`src/rtl/core/mhtir_pkg.sv`:
```
// Package for the modulo hash table insert/remove unit.
// Holds field widths, status codes, FSM state type and controller/datapath structs.
// No dependencies.
package mhtir_pkg;

   // Default geometry of the table
   localparam int BUCKETS_DEFAULT = 16;
   localparam int WAYS_DEFAULT    = 4;

   // Request and response field widths
   localparam int KEY_W    = 31;
   localparam int VALUE_W  = 32;
   localparam int STATUS_W = 3;

   // Request kinds
   localparam logic KIND_INSERT = 1'b0;
   localparam logic KIND_REMOVE = 1'b1;

   // Response status codes
   typedef enum logic [STATUS_W-1:0] {
      STATUS_INSERTED = 3'd0,
      STATUS_UPDATED  = 3'd1,
      STATUS_REMOVED  = 3'd2,
      STATUS_NOTFOUND = 3'd3,
      STATUS_FULL     = 3'd4
   } status_type;

   // Controller states
   typedef enum logic [1:0] {
      S_CLEAR,
      S_IDLE,
      S_REM,
      S_EVAL
   } state_type;

   // Commands from controller to datapath
   typedef struct packed {
      logic clr_wr;    // write a zero row during the clearing pass
      logic load;      // capture a request and restart the remainder unit
      logic rem_step;  // advance the remainder unit
      logic rd_en;     // read the bucket row
      logic commit;    // write the row back, update count, load response
   } dp_cmd_type;

   // Status from datapath to controller
   typedef struct packed {
      logic clr_last;  // last row of the clearing pass
      logic rem_done;  // bucket index is ready
      logic out_free;  // response register can take a new result
   } dp_stat_type;

endpackage

```
`src/rtl/core/mhtir_if.sv`:
```
// Request and response channel interfaces for the hash table unit.
// Valid/ready handshake; payload widths from mhtir_pkg.
interface mhtir_req_if;
   logic                          valid;
   logic                          ready;
   logic                          kind;
   logic [mhtir_pkg::KEY_W-1:0]   key;
   logic [mhtir_pkg::VALUE_W-1:0] value;

   modport source (output valid, kind, key, value, input ready);
   modport sink   (input valid, kind, key, value, output ready);
endinterface

interface mhtir_rsp_if;
   logic                           valid;
   logic                           ready;
   logic [mhtir_pkg::STATUS_W-1:0] status;
   logic                           table_empty;

   modport source (output valid, status, table_empty, input ready);
   modport sink   (input valid, status, table_empty, output ready);
endinterface

```
`src/rtl/core/mhtir_ram.sv`:
```
// Generic simple dual-port RAM: one write port, one registered read port.
// No dependencies.
module mhtir_ram #(
   parameter int WIDTH = 8,
   parameter int DEPTH = 16
) (
   input  logic                                   clock,
   input  logic                                   wr_en,
   input  logic [(DEPTH > 1 ? $clog2(DEPTH) : 1)-1:0] wr_addr,
   input  logic [WIDTH-1:0]                       wr_data,
   input  logic                                   rd_en,
   input  logic [(DEPTH > 1 ? $clog2(DEPTH) : 1)-1:0] rd_addr,
   output logic [WIDTH-1:0]                       rd_data
);

   logic [WIDTH-1:0] mem_ff [DEPTH];
   logic [WIDTH-1:0] rd_data_ff;

   always_ff @(posedge clock) begin
      if (wr_en) begin
         mem_ff[wr_addr] <= wr_data;
      end
      if (rd_en) begin
         rd_data_ff <= mem_ff[rd_addr];
      end
   end

   assign rd_data = rd_data_ff;

endmodule

```
`src/rtl/core/mhtir_ctrl.sv`:
```
// Controller FSM of the hash table unit: clearing pass, request intake,
// bucket lookup and row write-back sequencing. Uses mhtir_pkg.
module mhtir_ctrl (
   input  logic                   clock,
   input  logic                   reset,
   input  logic                   req_valid,
   output logic                   req_ready,
   input  mhtir_pkg::dp_stat_type stat,
   output mhtir_pkg::dp_cmd_type  cmd
);

   mhtir_pkg::state_type state_ff, state_in;

   // State register
   always_ff @(posedge clock) begin
      if (reset) begin
         state_ff <= mhtir_pkg::S_CLEAR;
      end else begin
         state_ff <= state_in;
      end
   end

   // Next state
   always_comb begin
      state_in = state_ff;
      unique case (state_ff)
         mhtir_pkg::S_CLEAR: begin
            if (stat.clr_last) state_in = mhtir_pkg::S_IDLE;
         end
         mhtir_pkg::S_IDLE: begin
            if (req_valid) state_in = mhtir_pkg::S_REM;
         end
         mhtir_pkg::S_REM: begin
            if (stat.rem_done) state_in = mhtir_pkg::S_EVAL;
         end
         mhtir_pkg::S_EVAL: begin
            if (stat.out_free) state_in = mhtir_pkg::S_IDLE;
         end
         default: state_in = mhtir_pkg::S_CLEAR;
      endcase
   end

   // Outputs
   always_comb begin
      cmd       = '0;
      req_ready = 1'b0;
      unique case (state_ff)
         mhtir_pkg::S_CLEAR: begin
            cmd.clr_wr = 1'b1;
         end
         mhtir_pkg::S_IDLE: begin
            req_ready = 1'b1;
            cmd.load  = req_valid;
         end
         mhtir_pkg::S_REM: begin
            cmd.rem_step = 1'b1;
            cmd.rd_en    = stat.rem_done;
         end
         mhtir_pkg::S_EVAL: begin
            cmd.commit = stat.out_free;
         end
         default: begin
            cmd = '0;
         end
      endcase
   end

endmodule

```
`src/rtl/core/mhtir_dp.sv`:
```
// Datapath of the hash table unit: request registers, bucket remainder unit,
// row RAM, way compare and update, entry count, response register.
// Uses mhtir_pkg and mhtir_ram.
module mhtir_dp #(
   parameter int BUCKETS = mhtir_pkg::BUCKETS_DEFAULT,
   parameter int WAYS    = mhtir_pkg::WAYS_DEFAULT
) (
   input  logic                            clock,
   input  logic                            reset,
   input  logic                            req_kind,
   input  logic [mhtir_pkg::KEY_W-1:0]     req_key,
   input  logic [mhtir_pkg::VALUE_W-1:0]   req_value,
   input  mhtir_pkg::dp_cmd_type           cmd,
   output mhtir_pkg::dp_stat_type          stat,
   output logic                            rsp_valid,
   input  logic                            rsp_ready,
   output logic [mhtir_pkg::STATUS_W-1:0]  rsp_status,
   output logic                            rsp_table_empty
);

   localparam int KW     = mhtir_pkg::KEY_W;
   localparam int VW     = mhtir_pkg::VALUE_W;
   localparam int BW     = (BUCKETS > 1) ? $clog2(BUCKETS) : 1;
   localparam int ROW_W  = WAYS * (KW + VW + 1);
   localparam int KEY_LO = WAYS * VW;
   localparam int VLD_LO = WAYS * (VW + KW);
   localparam int CNT_MAX = BUCKETS * WAYS;
   localparam int CNT_W  = $clog2(CNT_MAX + 1);
   localparam bit POW2   = ((BUCKETS & (BUCKETS - 1)) == 0);

   // Captured request
   logic          kind_ff;
   logic [KW-1:0] key_ff;
   logic [VW-1:0] value_ff;

   always_ff @(posedge clock) begin
      if (cmd.load) begin
         kind_ff  <= req_kind;
         key_ff   <= req_key;
         value_ff <= req_value;
      end
   end

   // Bucket index = key mod BUCKETS
   logic [BW-1:0] bucket;

   if (BUCKETS == 1) begin : g_one
      assign bucket        = '0;
      assign stat.rem_done = 1'b1;
   end else if (POW2) begin : g_mask
      assign bucket        = key_ff[BW-1:0];
      assign stat.rem_done = 1'b1;
   end else begin : g_rem
      // Reciprocal multiply: q = (key * MREC) >> RSH is exact for any 31-bit key,
      // then bucket = key - q * BUCKETS, kept to the low BW bits
      localparam int            RSH      = KW + BW;
      localparam logic [KW:0]   MREC     = (KW + 1)'(((64'd1 << RSH) + 64'(BUCKETS) - 64'd1)
                                                     / 64'(BUCKETS));
      localparam logic [BW-1:0] BMOD     = BW'(BUCKETS);
      localparam logic [1:0]    REM_LAST = 2'd2;
      logic [2*KW:0]   prod_ff, prod_in;
      logic [BW-1:0]   r_ff, r_in;
      logic [1:0]      stp_ff, stp_in;
      logic [2*BW-1:0] qd;

      assign stat.rem_done = (stp_ff == REM_LAST);

      // Step 0 multiplies, step 1 corrects, then the index is ready
      always_comb begin
         prod_in = prod_ff;
         r_in    = r_ff;
         stp_in  = stp_ff;
         qd      = (2*BW)'(prod_ff[RSH +: BW]) * (2*BW)'(BMOD);
         if (cmd.load) begin
            stp_in = '0;
         end else if (cmd.rem_step && !stat.rem_done) begin
            if (stp_ff == 2'd0) begin
               prod_in = {{(KW + 1){1'b0}}, key_ff} * {{KW{1'b0}}, MREC};
            end else begin
               r_in = key_ff[BW-1:0] - qd[BW-1:0];
            end
            stp_in = stp_ff + 2'd1;
         end
      end

      always_ff @(posedge clock) begin
         prod_ff <= prod_in;
         r_ff    <= r_in;
         if (reset) begin
            stp_ff <= '0;
         end else begin
            stp_ff <= stp_in;
         end
      end

      assign bucket = r_ff;
   end

   // Clearing pass row counter
   logic [BW-1:0] clr_ff;

   always_ff @(posedge clock) begin
      if (reset) begin
         clr_ff <= '0;
      end else if (cmd.clr_wr) begin
         clr_ff <= clr_ff + BW'(1);
      end
   end

   assign stat.clr_last = (clr_ff == BW'(BUCKETS - 1));

   // Row memory: {valid[WAYS], keys[WAYS], values[WAYS]}
   logic             ram_wr_en;
   logic [BW-1:0]    ram_wr_addr;
   logic [ROW_W-1:0] ram_wr_data;
   logic [ROW_W-1:0] rd_row;
   logic [ROW_W-1:0] new_row;

   assign ram_wr_en   = cmd.clr_wr | cmd.commit;
   assign ram_wr_addr = cmd.clr_wr ? clr_ff : bucket;
   assign ram_wr_data = cmd.clr_wr ? '0 : new_row;

   mhtir_ram #(
      .WIDTH (ROW_W),
      .DEPTH (BUCKETS)
   ) u_row_ram (
      .clock   (clock),
      .wr_en   (ram_wr_en),
      .wr_addr (ram_wr_addr),
      .wr_data (ram_wr_data),
      .rd_en   (cmd.rd_en),
      .rd_addr (bucket),
      .rd_data (rd_row)
   );

   // Way compare: lowest matching way and lowest free way
   logic [WAYS-1:0] vld;
   logic [WAYS-1:0] hit_sel;
   logic [WAYS-1:0] free_sel;
   logic            found;
   logic            has_free;

   assign vld = rd_row[VLD_LO +: WAYS];

   always_comb begin
      hit_sel  = '0;
      free_sel = '0;
      found    = 1'b0;
      has_free = 1'b0;
      for (int w = 0; w < WAYS; w++) begin
         if (!found && vld[w] && (rd_row[KEY_LO + w*KW +: KW] == key_ff)) begin
            hit_sel[w] = 1'b1;
            found      = 1'b1;
         end
         if (!has_free && !vld[w]) begin
            free_sel[w] = 1'b1;
            has_free    = 1'b1;
         end
      end
   end

   // Row update, status and next count
   logic [CNT_W-1:0]      cnt_ff, cnt_in;
   mhtir_pkg::status_type status;

   always_comb begin
      new_row = rd_row;
      cnt_in  = cnt_ff;
      status  = mhtir_pkg::STATUS_NOTFOUND;
      if (kind_ff == mhtir_pkg::KIND_INSERT) begin
         if (found) begin
            for (int w = 0; w < WAYS; w++) begin
               if (hit_sel[w]) new_row[w*VW +: VW] = value_ff;
            end
            status = mhtir_pkg::STATUS_UPDATED;
         end else if (has_free) begin
            for (int w = 0; w < WAYS; w++) begin
               if (free_sel[w]) begin
                  new_row[w*VW +: VW]          = value_ff;
                  new_row[KEY_LO + w*KW +: KW] = key_ff;
                  new_row[VLD_LO + w]          = 1'b1;
               end
            end
            cnt_in = cnt_ff + CNT_W'(1);
            status = mhtir_pkg::STATUS_INSERTED;
         end else begin
            status = mhtir_pkg::STATUS_FULL;
         end
      end else begin
         if (found) begin
            for (int w = 0; w < WAYS; w++) begin
               if (hit_sel[w]) new_row[VLD_LO + w] = 1'b0;
            end
            if (cnt_ff != '0) cnt_in = cnt_ff - CNT_W'(1);
            status = mhtir_pkg::STATUS_REMOVED;
         end
      end
   end

   // Entry count
   always_ff @(posedge clock) begin
      if (reset) begin
         cnt_ff <= '0;
      end else if (cmd.commit) begin
         cnt_ff <= cnt_in;
      end
   end

   // Response register
   logic                          rsp_valid_ff, rsp_valid_in;
   logic [mhtir_pkg::STATUS_W-1:0] status_ff;
   logic                          empty_ff;

   assign stat.out_free = !rsp_valid_ff || rsp_ready;
   assign rsp_valid_in  = cmd.commit || (rsp_valid_ff && !rsp_ready);

   always_ff @(posedge clock) begin
      if (reset) begin
         rsp_valid_ff <= 1'b0;
      end else begin
         rsp_valid_ff <= rsp_valid_in;
      end
      if (cmd.commit) begin
         status_ff <= status;
         empty_ff  <= (cnt_in == '0);
      end
   end

   assign rsp_valid       = rsp_valid_ff;
   assign rsp_status      = status_ff;
   assign rsp_table_empty = empty_ff;

   // Checks
   a_cnt_range: assert property (@(posedge clock) disable iff (reset)
      cnt_ff <= CNT_W'(CNT_MAX))
      else $error("entry count above table capacity");

   a_commit_free: assert property (@(posedge clock) disable iff (reset)
      cmd.commit |-> stat.out_free)
      else $error("result written over a pending response");

   a_insert_cnt: assert property (@(posedge clock) disable iff (reset)
      (cmd.commit && status == mhtir_pkg::STATUS_INSERTED)
      |=> cnt_ff == $past(cnt_ff) + CNT_W'(1))
      else $error("insert did not bump the entry count");

   a_empty_flag: assert property (@(posedge clock) disable iff (reset)
      rsp_valid_ff |-> (empty_ff == (cnt_ff == '0)))
      else $error("table_empty disagrees with entry count");

endmodule

```
`src/rtl/core/modulo_hash_table_insert_remove_unit.sv`:
```
// Top level of the modulo hash table insert/remove unit.
// Depends on mhtir_pkg, mhtir_if, mhtir_ram, mhtir_ctrl and mhtir_dp.
//
// Usage:
//   req_chan carries one request: kind (0 insert/update, 1 remove), a 31-bit
//   key and a 32-bit value handle. Each request gives exactly one response on
//   rsp_chan: a 3-bit status and table_empty. A key lives in bucket
//   key mod BUCKETS, each bucket holding WAYS entries.
//   After a request is accepted, the bucket row is read and then written back
//   as the response register is loaded. When BUCKETS is a power of two the
//   bucket is the low key bits; otherwise a reciprocal multiply and a
//   correction step come before the row read. A new request is taken in the
//   cycle after the response register is loaded.
//   Each request does one read and one write of a bucket row in the row RAM.
//   After reset the unit clears all valid marks in a pass over all BUCKETS rows,
//   one row per cycle, with req_chan.ready low; the entry count starts at zero.
//   When the receiver stalls, the finished response waits in the output
//   register while the next request is accepted and looked up; that request
//   holds in its write-back step until the output register frees up.
module modulo_hash_table_insert_remove_unit #(
   parameter int BUCKETS = mhtir_pkg::BUCKETS_DEFAULT,
   parameter int WAYS    = mhtir_pkg::WAYS_DEFAULT
) (
   input  logic        clock,
   input  logic        reset,
   mhtir_req_if.sink   req_chan,
   mhtir_rsp_if.source rsp_chan
);

   mhtir_pkg::dp_cmd_type  cmd;
   mhtir_pkg::dp_stat_type stat;

   mhtir_ctrl u_ctrl (
      .clock     (clock),
      .reset     (reset),
      .req_valid (req_chan.valid),
      .req_ready (req_chan.ready),
      .stat      (stat),
      .cmd       (cmd)
   );

   mhtir_dp #(
      .BUCKETS (BUCKETS),
      .WAYS    (WAYS)
   ) u_dp (
      .clock           (clock),
      .reset           (reset),
      .req_kind        (req_chan.kind),
      .req_key         (req_chan.key),
      .req_value       (req_chan.value),
      .cmd             (cmd),
      .stat            (stat),
      .rsp_valid       (rsp_chan.valid),
      .rsp_ready       (rsp_chan.ready),
      .rsp_status      (rsp_chan.status),
      .rsp_table_empty (rsp_chan.table_empty)
   );

endmodule

```
`src/flat_wrapper.sv`:
```
// flat-port wrapper written by rule: the top's interface ports become plain ports
module modulo_hash_table_insert_remove_unit_flat 
#(
   parameter int BUCKETS = mhtir_pkg::BUCKETS_DEFAULT,
   parameter int WAYS    = mhtir_pkg::WAYS_DEFAULT
)
  (clock, reset, req_chan_valid, req_chan_kind, req_chan_key, req_chan_value, req_chan_ready, rsp_chan_valid, rsp_chan_status, rsp_chan_table_empty, rsp_chan_ready);
  mhtir_req_if req_chan_i ();
  mhtir_rsp_if rsp_chan_i ();
  input  logic clock;
  input  logic reset;
  input wire logic [$bits(req_chan_i.valid)-1:0] req_chan_valid;
  input wire logic [$bits(req_chan_i.kind)-1:0] req_chan_kind;
  input wire logic [$bits(req_chan_i.key)-1:0] req_chan_key;
  input wire logic [$bits(req_chan_i.value)-1:0] req_chan_value;
  output wire logic [$bits(req_chan_i.ready)-1:0] req_chan_ready;
  output wire logic [$bits(rsp_chan_i.valid)-1:0] rsp_chan_valid;
  output wire logic [$bits(rsp_chan_i.status)-1:0] rsp_chan_status;
  output wire logic [$bits(rsp_chan_i.table_empty)-1:0] rsp_chan_table_empty;
  input wire logic [$bits(rsp_chan_i.ready)-1:0] rsp_chan_ready;
  assign req_chan_i.valid = req_chan_valid;
  assign req_chan_i.kind = req_chan_kind;
  assign req_chan_i.key = req_chan_key;
  assign req_chan_i.value = req_chan_value;
  assign req_chan_ready = req_chan_i.ready;
  assign rsp_chan_valid = rsp_chan_i.valid;
  assign rsp_chan_status = rsp_chan_i.status;
  assign rsp_chan_table_empty = rsp_chan_i.table_empty;
  assign rsp_chan_i.ready = rsp_chan_ready;
  modulo_hash_table_insert_remove_unit #(.BUCKETS(BUCKETS), .WAYS(WAYS)) u_core (.clock(clock), .reset(reset), .req_chan(req_chan_i), .rsp_chan(rsp_chan_i));
endmodule
```
`config.mk`:
```
export PLATFORM = sky130hd
export DESIGN_NAME = modulo_hash_table_insert_remove_unit_flat
export DESIGN_NICKNAME = d
export VERILOG_FILES = /design/src/rtl/core/mhtir_pkg.sv /design/src/rtl/core/mhtir_if.sv /design/src/rtl/core/mhtir_ram.sv /design/src/rtl/core/mhtir_ctrl.sv /design/src/rtl/core/mhtir_dp.sv /design/src/rtl/core/modulo_hash_table_insert_remove_unit.sv /design/src/flat_wrapper.sv
export SDC_FILE = /design/constraint.sdc
export NUM_CORES = 2
export LEC_CHECK = 0
export ABC_AREA = 1
export BUFFER_PORTS_ARGS = -buffer_cell sky130_fd_sc_hd__buf_4
export CORE_UTILIZATION = 55
export CTS_BUF_LIST = sky130_fd_sc_hd__clkbuf_4 sky130_fd_sc_hd__clkbuf_8
export CTS_CLUSTER_DIAMETER = 120
export CTS_CLUSTER_SIZE = 16
export DETAILED_ROUTE_END_ITERATION = 12
export HOLD_SLACK_MARGIN = 0.08
export PLACE_DENSITY_LB_ADDON = 0.2
export SLEW_MARGIN = 20
export SYNTH_ARGS = -nofsm -noshare
export SYNTH_HDL_FRONTEND = slang
export SYNTH_SLANG_ARGS = --single-unit
```
`constraint.sdc`:
```
create_clock -name clock -period 8.56 [get_ports clock]
set_input_delay 0.428 -clock clock [delete_from_list [all_inputs] [get_ports clock]]
set_output_delay 0.428 -clock clock [all_outputs]
set_load 0.02 [all_outputs]
```
==> out/metrics.yaml <==
floorplan:
  die_w_um: 405
  row_count: 147
  dieArea_um2: 164000
  fp.dieH_um: 405
  fp.coreArea_um2: 161000
  initial_core_util: 0.555
  io_pins: 74
sta:
  setup_viol: 0
  fin_setup_tns_ns: 0
  fmax_ghz: 0.174
  fin_worst_skew_ns: 0.0458
  slew_headroom: 0.239
  finalHoldViolCount: 0
  worstMarginPinSlew_ns: 1.14
  period_minus_slack_ns: 5.74
  rsz0062_at_grt: "no"
  slew_violations: 0
  finalCritPeriodShare: 0.671
clock_network:
  clk_latency_ns: 0.94
  cts.clk_slew.worst_paths_ns: 0.11
  numCtsBuffers: 157
  cts_buffer_depth: 3
  cts_root_buffer: "clkbuf_8"
  cts.repair.resized: 0
  cts_tree: "yes"
  clock-sinks: 2226
  cts_htree_levels: 4
grt:
  antenna_found_initial: 5
  grt_pass1_wl_um: 349000
  grt_pass1_vias: 53300
  met1_usage: 0.418
  grt.busiest_layer: "met2"
  grt-ovfl-total: 0
  grt_max_degree: 199
  use_met2: 0.459
  grt_usage: 0.290
  grt_use_met3: 0.0458
power:
  swShare: 0.338
  design_power_total_mw: 29.1
  p_leak_nw: 30.2
  clkPwrFrac: 0.173
  seqPwrFrac: 0.571
  ir_drop_v: 0.000328
  p_sw_mw: 9.82
  internal_power_mw: 19.2
  pwr-share-comb: 0.257
  power_density_nw_per_um2: 308
logic_synthesis:
  syn_inst: 6821
  yosysWarnings: 0
  synth_enable_flop_cells: 2212
  syn_nets: 6899
  avgSynthCellArea_um2: 13.1
  ys.flop_type: "edfxtp_1"
  seq_area_frac_synth: 0.746
  ys_ff_latch: 2226
  synth_cell_types: 45
  async_reset_ff_frac: 0
  synth_area_um2: 89400
detailed_routing:
  wl_per_cell_um: 27.0
  postRouteAntennaNets: 0
  wirelength_um: 239000
  drc: 0
  drt_iter0_drc: 7851
  viasPerCell: 6.41
  route.vias.total: 56800
  dr.pass1.iters: 6
cells_and_area:
  final_nets: 6746
  layout_common_cells: "2212 x edfxtp_1, 1199 x nor2_1, 1170 x o21ai_0, 413 x nand2_1, 293 x o22ai_1"
  multi_input_area_um2: 19900
  mostFrequentLayoutCell: "edfxtp_1"
  syn_to_final_growth_pct: 5.54
  utilization: 0.586
  drive_above_1_share: 0.0692
  n_fill_cell: 12500
  regArea_um2: 66700
place:
  port_buffers: 41
  finalWeightedCongestion: 0.840
  dpl.hpwl_um: 116000
worst_setup_path:
  path_buf_inv: 3
  critical_path.startpoint_type: "flop"
  endpoint_kind: "flop"
  critPathRequiredTime_ns: 9.13
  crit_slowest_cell: "a21oi_1"
  worstPathCellList: "buf_4, inv_8, nand2_1, nand4_1, nor2_1, nand2_1, nor2_1, nand3_2, nand4_4, nor2_8, nand3b_4, buf_4, o21ai_1, a21oi_1"
  cp.arrival_ns: 6.32
  max_stage_delay_ns: 0.87
  cp_max_fo: 85
  path_delay_family: "simple AND/OR/NAND/NOR gates"
  path_class: "reg2reg"
outcome:
  status: "finished, final reports clean"
worst_hold_path:
  hold_class: "in2reg"
run:
  max_cap_violations: 0
-- stage by stage --
stage | instances | hold slack (ns) | instance area (um2) | setup slack (ns)
after global placement | 8628 | 0.481 | 91400 | 3.08
final | 8857 | 0.216 | 94300 | 2.82
after CTS | 8848 | 0.139 | 94200 | 2.90
after floorplan | 6821 | 0.466 | 89400 | 1.09
after detailed placement | 8630 | 0.492 | 91400 | 2.98
after global routing | 8856 | 0.164 | 94300 | 2.46
-- per-layer routing --
| metal | up-vias | part of all wire |
|---|---|---|
| met3 | 385 | 0.10 |
| li1 | 25000 | - |
| met5 | - | 0 |
| met4 | 0 | 0.026 |
| met1 | 28500 | 0.41 |
| met2 | 2999 | 0.46 |
-- sequential cells by signal, summed over array words and instances (netlist names) --
register / flops
u_core.u_dp.u_row_ram.mem_ff: 2048
u_core.u_dp.key_ff: 31
u_core.u_dp.cnt_ff: 7
u_core.u_dp.rsp_table_empty: 1
u_core.u_dp.u_row_ram.rd_data: 128
u_core.u_dp.rsp_valid: 1
u_core.u_dp.rsp_status: 3
u_core.u_dp.clr_ff: 4
u_core.u_ctrl.state_ff: 2
u_core.u_dp.kind_ff: 1
-- cell families (layout without fill, tap and decap cells) --
family	after synthesis	count (layout)	share of synthesized area
simple gates	1794	1794	0.0801
fa+ha+maj	10	10	0.00140
mux	4	4	0.000448
xor+xnor	40	40	0.00392
other cells	0	5	0
buf+inv	707	578	0.0335
compound gates	2040	2040	0.134
flops	2226	2226	0.746
-- power by group through the flow --
stage | logic [mW] | clock network, mW | registers (mW)
after floorplan | 4.26 | 0 | 17.1
after global placement | 7.13 | 0 | 16.8
after detailed placement | 7.32 | 0 | 16.8
after CTS | 7.34 | 5.07 | 16.6
after global routing | 8.00 | 5.42 | 16.7
final | 7.46 | 5.01 | 16.6
-- what timing repair did --
action                                 4_1_cts  5_1_grt
endpoints found under the hold margin       46        0
buffers inserted                             0        0
hold buffers                                35        0
-- cell type report --
cell class                 count  share of cell area
clock inverter                 8            0.000690
sequential                  2226               0.707
timing repair buffer         191              0.0192
tap                         2160              0.0287
multi-input combinational   3888               0.211
clock buffer                 175              0.0247
inverter                     204             0.00844
antenna                        5            0.000133
-- worst paths after layout --
check	start	end	slack, ns	cells after the start
max	u_core.u_dp.key_ff[0]$_DFFE_PP_	u_core.u_dp.u_row_ram.mem_ff[4][227]$_DFFE_PP_	2.82	14
min	req_chan_kind	u_core.u_dp.kind_ff$_DFFE_PP_	0.22	2
max reg2reg	u_core.u_dp.key_ff[0]$_DFFE_PP_	u_core.u_dp.u_row_ram.mem_ff[4][227]$_DFFE_PP_	2.82	14
min reg2reg	u_core.u_dp.clr_ff[1]$_SDFFE_PP0N_	u_core.u_dp.clr_ff[1]$_SDFFE_PP0N_	0.51	2
-- synth_stat cells (2+ instances only) --
| library cell | instances | area (um2) |
|---|---|---|
| edfxtp_1 | 2212 | 66400 |
| nor2_1 | 1215 | 4560 |
| o21ai_0 | 1170 | 5860 |
| nand2_1 | 413 | 1550 |
| clkbuf_1 | 368 | 1380 |
| o22ai_1 | 293 | 1830 |
| o221ai_1 | 252 | 2210 |
| inv_1 | 175 | 657 |
| a21oi_1 | 117 | 586 |
| nand3_1 | 97 | 485 |
| o21ai_1 | 81 | 405 |
| o211ai_1 | 80 | 601 |
| buf_2 | 56 | 280 |
| nand4_1 | 37 | 231 |
| buf_4 | 34 | 255 |
| xnor2_1 | 28 | 245 |
| a211oi_2 | 27 | 338 |
| buf_1 | 27 | 101 |
| inv_2 | 27 | 101 |
| buf_6 | 18 | 203 |
| dfxtp_1 | 14 | 280 |
| xor2_1 | 12 | 105 |
| o32ai_1 | 11 | 96.3 |
| ha_1 | 10 | 125 |
| nand2_2 | 5 | 31.3 |
| nor2_2 | 5 | 31.3 |
| mux2i_1 | 4 | 40.0 |
| nand3_2 | 4 | 40.0 |
| o31ai_1 | 4 | 30.0 |
| nand4_4 | 3 | 63.8 |
| nor3_1 | 3 | 15.0 |
| a31oi_1 | 2 | 12.5 |
| nand2_4 | 2 | 22.5 |
| nand3_4 | 2 | 35.0 |
| nor2_4 | 2 | 22.5 |
| nor4_1 | 2 | 12.5 |
Power figures use the tool's default switching activity.
